File: config.mk
export PLATFORM = sky130hd
export DESIGN_NAME = alm_divider
export DESIGN_NICKNAME = d
export VERILOG_FILES = /design/src/alm_pkg.sv /design/src/alm_divider.sv
export SDC_FILE = /design/constraint.sdc
export NUM_CORES = 1
export LEC_CHECK = 0
export BUFFER_PORTS_ARGS = -buffer_cell sky130_fd_sc_hd__buf_2
export CORE_MARGIN = 2
export CORE_UTILIZATION = 25
export DETAILED_ROUTE_END_ITERATION = 10
export PLACE_DENSITY = 0.47
export SETUP_SLACK_MARGIN = 0.1
export SYNTH_ARGS = -nofsm -noshare
export SYNTH_HDL_FRONTEND = slang
export SYNTH_SLANG_ARGS = --single-unit
File: constraint.sdc
create_clock -name clk -period 2.1 [get_ports clk]
set_input_delay 0.21 -clock clk [delete_from_list [all_inputs] [get_ports clk]]
set_output_delay 0.21 -clock clk [all_outputs]
set_load 0.005 [all_outputs]
File: src/alm_pkg.sv
// Shared constants, types and register codes for the audio level meter.
// No dependencies; every other file of the block imports this package.
`default_nettype none

package alm_pkg;

	localparam int SAMPLE_W   = 16;
	localparam int MAG_W      = 16;
	localparam int LEVEL_W    = 31;
	localparam int RING_DEPTH = 1024;
	localparam int RING_AW    = $clog2(RING_DEPTH);
	localparam int WIN_W      = RING_AW + 1;
	localparam int SQ_W       = 31;
	localparam int PROD_W     = 2 * MAG_W;
	localparam int TOTAL_W    = SQ_W + RING_AW;
	localparam int DIV_CNT_W  = $clog2(TOTAL_W + 1);

	localparam int S_TDATA_W  = ((SAMPLE_W + 7) / 8) * 8;
	localparam int M_TDATA_W  = ((LEVEL_W + 7) / 8) * 8;

	localparam int CFG_IDX_W  = 1;
	localparam int CFG_DATA_W = WIN_W;

	localparam logic [CFG_IDX_W-1:0] REG_MODE   = 1'b0;
	localparam logic [CFG_IDX_W-1:0] REG_WINDOW = 1'b1;

	localparam logic MODE_PEAK = 1'b0;
	localparam logic MODE_MSQ  = 1'b1;

	// Request and write port of the ring memory.
	typedef struct packed {
		logic               we;
		logic [RING_AW-1:0] waddr;
		logic [SQ_W-1:0]    wdata;
		logic               re;
		logic [RING_AW-1:0] raddr;
	} ram_req_t;

	typedef struct packed {
		logic               start;
		logic [TOTAL_W-1:0] dividend;
		logic [WIN_W-1:0]   divisor;
	} div_req_t;

	typedef struct packed {
		logic               done;
		logic [TOTAL_W-1:0] quotient;
	} div_rsp_t;

endpackage

`default_nettype wire

File: src/alm_divider.sv
// Restoring divider, one quotient bit per cycle, for the mean-square level.
// Depends on alm_pkg for widths and the request and response structs.
`default_nettype none

module alm_divider
	import alm_pkg::*;
(
	input  wire logic     clk,
	input  wire logic     arst_n,
	input  wire div_req_t req,
	output div_rsp_t      rsp
);

	logic                 busy_q;
	logic                 done_q;
	logic [DIV_CNT_W-1:0] cnt_q;
	logic [TOTAL_W-1:0]   num_q;
	logic [WIN_W-1:0]     rem_q;
	logic [WIN_W-1:0]     den_q;

	logic [WIN_W:0]       rem_sh;
	logic [WIN_W:0]       rem_diff;
	logic                 qbit;

	// The partial remainder stays below the divisor, so it fits in the divisor width.
	always_comb begin
		rem_sh   = {rem_q, num_q[TOTAL_W-1]};
		rem_diff = rem_sh - {1'b0, den_q};
		qbit     = (rem_sh >= {1'b0, den_q});
	end

	always_ff @(posedge clk or negedge arst_n) begin
		if (!arst_n) begin
			busy_q <= 1'b0;
			done_q <= 1'b0;
			cnt_q  <= '0;
		end else begin
			done_q <= 1'b0;
			if (req.start) begin
				busy_q <= 1'b1;
				cnt_q  <= '0;
			end else if (busy_q) begin
				cnt_q <= cnt_q + 1'b1;
				if (cnt_q == DIV_CNT_W'(TOTAL_W - 1)) begin
					busy_q <= 1'b0;
					done_q <= 1'b1;
				end
			end
		end
	end

	always_ff @(posedge clk) begin
		if (req.start) begin
			num_q <= req.dividend;
			den_q <= req.divisor;
			rem_q <= '0;
		end else if (busy_q) begin
			num_q <= {num_q[TOTAL_W-2:0], qbit};
			rem_q <= qbit ? rem_diff[WIN_W-1:0] : rem_sh[WIN_W-1:0];
		end
	end

	assign rsp.done     = done_q;
	assign rsp.quotient = num_q;

endmodule

`default_nettype wire

==> results of run 1 <==
-- flip-flops by register name, indices dropped and copies added (netlist names) --
signal  count
den_q      11
done_q      1
busy_q      1
cnt_q       6
rem_q      11
num_q      41
-- metrics by stage --
| step | TNS [ns] | utilization, % |
|---|---|---|
| CTS | -0.692 | 35.6 |
| finish | -0.366 | 35.9 |
| global route | -1.29 | 35.9 |
| detailed placement | -1.50 | 32.4 |
| global placement | -1.45 | 32.4 |
| floorplan | -0.235 | - |
-- cells by family after synthesis --
| logic type | after synthesis | synth area share (%) |
|---|---|---|
| flops | 71 | 56.1 |
| mux | 46 | 14.7 |
| buf+inv | 33 | 3.72 |
| xor+xnor | 11 | 2.73 |
| simple gates | 62 | 8.74 |
| compound gates | 42 | 8.92 |
| fa+ha+maj | 14 | 5.17 |
-- metal layers --
layer,vias to the layer above,GRT usage [%]
met3,14,2.72
met2,70,17.9
met5,-,0
met4,0,6.82
li1,1306,-
met1,1255,14.2
-- final timing paths --
kind | startpoint | endpoint | slack, ns | cells past startpoint
min | req[10] | den_q[10] | 0.04 | 1
max | den_q[0] | rem_q[0] | -0.09 | 9
min reg2reg | rem_q[3] | rem_q[3] | 0.54 | 2
max in group asynchronous | arst_n | busy_q | 1.67 | 2
max reg2reg | den_q[0] | rem_q[0] | -0.09 | 9
min in group asynchronous | arst_n | done_q | 0.24 | 2
-- where the power goes --
group / switching, uW / internal (uW) / total (uW)
combinational: 219 / 288 / 507
sequential: 56.2 / 1630 / 1690
clock: 615 / 1040 / 1660
-- cell usage after synthesis, types with 2 or more instances --
library cell,n,share of area [%]
ha_1,13,4.6
nand2_1,16,1.7
nand2b_1,2,0.35
xor2_1,5,1.2
buf_4,2,0.42
nand4_1,3,0.53
a21o_1,2,0.42
dfrtp_1,8,5.7
buf_1,3,0.32
nor2b_1,2,0.35
clkbuf_1,9,0.96
a31o_1,2,0.50
nor3_1,5,0.71
o211ai_1,4,0.85
nor2_1,17,1.8
nand4b_1,2,0.50
mux2_2,42,13
or3b_2,2,0.50
xnor2_1,6,1.5
mux2i_1,3,0.85
dfxtp_1,11,6.2
nor3b_1,2,0.42
a31oi_1,2,0.35
o21bai_1,2,0.42
a21oi_1,9,1.3
nor4_1,2,0.35
nand3_1,4,0.57
or3_1,2,0.35
o21ai_0,5,0.71
edfxtp_1,52,44
inv_1,19,2.0
o31ai_1,3,0.64
-- final cells by class --
type | instances | area [um2] | share of cell area, %
sequential | 71 | 1980 | 40.0
multi-input combinational | 175 | 1500 | 30.2
timing repair buffer | 141 | 857 | 17.3
clock buffer | 9 | 225 | 4.54
tap | 180 | 225 | 4.54
clock inverter | 7 | 96.3 | 1.94
inverter | 19 | 75.1 | 1.51
-- repair_timing --
action | in CTS | in global routing
setup buffers | 6 | 3
gates resized for setup | 10 | 6
pin swaps | 12 | 9
hold buffers | 1 | 0
endpoints found under the hold margin | 8 | 0
gates cloned | 0 | 0
setup endpoints to repair | 11 | 12
-- critical path, delay by kind of cell (launching register included) --
| family | cells | cell delay [ns] |
|---|---|---|
| AOI/OAI and AO/OA | 4 | 0.61 |
| adders and majority gates | 2 | 0.52 |
| DFF | 1 | 0.41 |
| muxes | 1 | 0.30 |
| and+or+nand+nor | 1 | 0.13 |
| buffers and inverters | 1 | 0.13 |
-- placed cells by master (no fill, tap or decap), types with 8 or more instances in the layout --
cell	count
buf_2	96
edfxtp_1	52
nor2_1	16
clkbuf_16	9
buf_4	39
nand2_1	16
inv_1	17
dfrtp_1	8
a21oi_1	8
dfxtp_1	11
mux2_2	42
ha_1	11
==> impl_metrics.tcl, run 1 <==
set metrics [dict create \
    wl_met2_um 3800 \
    root_buffer "clkbuf_16" \
    fp.dieW_um 123 \
    crit_required_ns 2.35 \
    drive_gt1_share_pct 51.7 \
    powerDensity_mw_per_mm2 777 \
    cts_tree "built" \
    grt_pass1_vias 2648 \
    syn_area_per_cell_um2 12.7 \
    antenna_found_initial 0 \
    leakage_uw 0.00213 \
    route.detailed.drc 0 \
    fin_cells 602 \
    port_buffers 96 \
    slew_violations 0 \
    track_usage_pct 11.4 \
    critPathCaptureType "flop" \
    clock-sinks 71 \
    htreeDepth 3 \
    synth_area_mm2 0.00353 \
    cp.arrival_ns 2.44 \
    violations "negative setup slack" \
    finClkSkew_ns 0.00622 \
    gr-total-overflow 0 \
    diodes 0 \
    outcome "complete, but fails checks" \
    rsz0062_at_grt "true" \
    ios 97 \
    netlist_instances 279 \
    core_area_mm2 0.0138 \
    dr_wl_met3_um 415 \
    irDropWorstVdd_uv 302 \
    max-cap-violations 0 \
    rows 43 \
    max_freq_mhz 456 \
    yosys_warnings 0 \
    routed.top_layer "met4" \
    routedWlPerCell_um 13.7 \
    cp-start-kind "flop" \
    async_reset_ff_share_pct 11.3 \
    tightest_slew_ns 0.590 \
    fin_ws_ns -0.0924 \
    grt_max_degree 51 \
    final-hold-violation-count 0 \
    initial_utilization_pct 25.6 \
    gp_congestion 0.833 \
    holdWs_ns 0.0424 \
    crit_chain "ha_4 > fa_2 > nor2b_2 > o31a_1 > o21ai_2 > a21boi_4 > buf_12 > mux2_4 > a211oi_2" \
    grt_pass1_wl_um 12900 \
    min_period_ns 2.19 \
    wl_met1_um 3810 \
    fin_crit_sh_pct 104 \
    drtIter0Drc 75 \
    vias 2645 \
    relSlewSlack_pct 60.6 \
    finalSetupViolCount 6 \
    dpl.hpwl_um 6090 \
    cp_slowest_cell "edfxtp_1" \
    place_inst 578 \
    synth_nets 348 \
    critPathMaxFanout 6 \
    min_path_type "in -> reg" \
    area_growth_pct 40.2 \
    dp_slack_ns -0.216 \
    vias_per_cell 4.39 \
    routed_wirelength_um 8230 \
    ys.flop_type "edfxtp_1" \
    drtPass1Iterations 4 \
    yosysSeqAreaShare_pct 56.1 \
    clock_path_buffers 2 \
    final_nets 486 \
    dieArea_mm2 0.0151 \
    cts_made_buffers 9 \
    slowest_delay_ns 0.41 \
    postPlaceCellArea_mm2 0.00448 \
    clkTransAtPathRegs_ns 0.06 \
    synthDistinctLibCells 50 \
    fillers 1360 \
    synth_seq_cells 71 \
    synth_edf_count 52 \
    crit_type "reg -> reg" \
    final_cell_area_mm2 0.00496 \
    clock_latency_ns 0.34 \
    power_uw 3850 \
    drtAntennaViolNets 0 \
    dieHeight_um 123 \
]
Note: power is estimated with default switching activity, not from simulation.
==> run 2, diff against run 1 <==
--- a/config.mk
+++ b/config.mk
@@ -10,7 +10,9 @@
 export CORE_UTILIZATION = 25
 export DETAILED_ROUTE_END_ITERATION = 10
 export PLACE_DENSITY = 0.47
+export REMOVE_ABC_BUFFERS = 1
 export SETUP_SLACK_MARGIN = 0.1
+export SKIP_LAST_GASP = 1
 export SYNTH_ARGS = -nofsm -noshare
 export SYNTH_HDL_FRONTEND = slang
 export SYNTH_SLANG_ARGS = --single-unit
==> impl_metrics.tcl, run 2 (synthesis results as in run 1) <==
set metrics [dict create \
    outcome "complete, but fails checks" \
    violations "negative setup slack" \
    gp_congestion 0.789 \
    crit_top_cell "buf_6" \
    powerDensity_mw_per_mm2 745 \
    clkTransAtPathRegs_ns 0.06 \
    rr_endpoint "num_q[0]" \
    route.detailed.drc 0 \
    place_inst 581 \
    slew_violations 0 \
    clock-sinks 71 \
    area_growth_pct 38.9 \
    diodes 0 \
    grt_max_degree 33 \
    finalSetupViolCount 11 \
    clock_latency_ns 0.34 \
    vias 2663 \
    fin_util_pct 35.5 \
    fin_ws_ns -0.117 \
    r2r_cells 10 \
    finClkSkew_ns 0.00708 \
    htreeDepth 3 \
    critPathCaptureType "flop" \
    grt_pass1_vias 2654 \
    rows 43 \
    min_period_ns 2.22 \
    irDropWorstVdd_uv 387 \
    worst_r2r_startpoint "num_q[40]" \
    final_cell_mix "buf_2, edfxtp_1, mux2_2" \
    fin_cells 604 \
    core_area_mm2 0.0138 \
    root_buffer "clkbuf_16" \
    cts_made_buffers 9 \
    max-cap-violations 0 \
    routed_wirelength_um 7990 \
    cp.arrival_ns 2.30 \
    antenna_found_initial 1 \
    min_path_type "in -> reg" \
    ios 97 \
    final-hold-violation-count 0 \
    cp_slowest_cell "edfxtp_1" \
    grt_pass1_wl_um 13300 \
    largestRegisters "num_q (41), den_q (11), rem_q (11)" \
    crit_chain "inv_2 > ha_4 > fa_2 > nor2b_2 > o31a_1 > o21ai_2 > a21boi_4 > buf_6 > buf_6 > mux2_4" \
    cts_tree "built" \
    fin_crit_sh_pct 106 \
    final_nets 488 \
    dpl.hpwl_um 5920 \
    slowest_delay_ns 0.39 \
    routedWlPerCell_um 13.2 \
    critPathMaxFanout 4 \
    endpoint "num_q[0]" \
    cp-start-kind "flop" \
    drtAntennaViolNets 0 \
    layout_commonest_cell "buf_2" \
    relSlewSlack_pct 69.9 \
    fp.dieW_um 123 \
    clock_path_buffers 2 \
    r2r_slack_ns -0.12 \
    initial_utilization_pct 25.6 \
    port_buffers 96 \
    vias_per_cell 4.41 \
    drtIter0Drc 110 \
    drtPass1Iterations 4 \
    crit_start "num_q[40]" \
    crit_required_ns 2.19 \
    tightest_slew_ns 0.451 \
    crit_type "reg -> reg" \
    max_freq_mhz 451 \
    dieArea_mm2 0.0151 \
    rsz0062_at_grt "true" \
    regMostFlops "num_q" \
    largest_reg_flops 41 \
    leakage_uw 0.00214 \
    track_usage_pct 11.6 \
    gr-total-overflow 0 \
    dieHeight_um 123 \
    drive_gt1_share_pct 49.8 \
]
-- run 2: critical path, delay by kind of cell, from the launching register on --
family	cells	cell delay, ns
AOI/OAI and AO/OA	3	0.59
adders and majority gates	2	0.33
buffers and inverters	3	0.35
DFF	1	0.39
muxes	1	0.25
and+or+nand+nor	1	0.05
-- run 2: power by group --
group	switching (uW)	total, uW	internal [uW]
combinational	215	502	287
sequential	54.6	1690	1630
clock	552	1470	920
-- run 2: timing repair --
item | 4_1_cts | 5_1_grt
endpoints found under the hold margin | 8 | 0
setup buffers | 7 | 1
setup endpoints to repair | 12 | 12
hold buffers | 1 | 0
pin swaps | 14 | 9
gates resized for setup | 11 | 4
-- run 2: per-stage QoR --
stage	cell area, um2	worst slack, ns	hold slack (ns)	TNS, ns	total power, uW
finish	4910	-0.117	0.0464	-0.661	3660
global route	4910	-0.229	0.0284	-2.21	3850
CTS	4900	-0.146	0.0265	-1.35	3720
detailed placement	4520	-0.239	0.0719	-2.12	2190
global placement	4520	-0.173	0.0674	-1.16	2190
floorplan	3470	-0.289	-0.0856	-1.56	1940
-- run 2: routing by layer --
| metal | up-vias | GRT usage (%) | share of wire [%] |
|---|---|---|---|
| li1 | 1312 | - | - |
| met1 | 1246 | 14.5 | 45 |
| met2 | 91 | 16.4 | 43 |
| met3 | 12 | 5.67 | 9.6 |
| met4 | 2 | 5.60 | 1.9 |
| met5 | - | 0 | 0.16 |
-- run 2: worst min path at each step --
stage / start / to / cells after the start
2_1_floorplan: arst_n / busy_q / 0
3_3_place_gp: arst_n / cnt_q[3] / 1
3_5_place_dp: arst_n / done_q / 1
4_1_cts: req[0] / den_q[0] / 1
5_1_grt: req[0] / den_q[0] / 1
6_report: req[0] / den_q[0] / 1
-- run 2: cell type report --
class | count | area, um2
Sequential cell | 71 | 1980
Clock inverter | 2 | 35.0
Multi-Input combinational cell | 175 | 1470
Timing Repair Buffer | 143 | 888
Tap cell | 180 | 225
Fill cell | 1373 | 8920
Inverter | 19 | 71.3
Clock buffer | 14 | 244
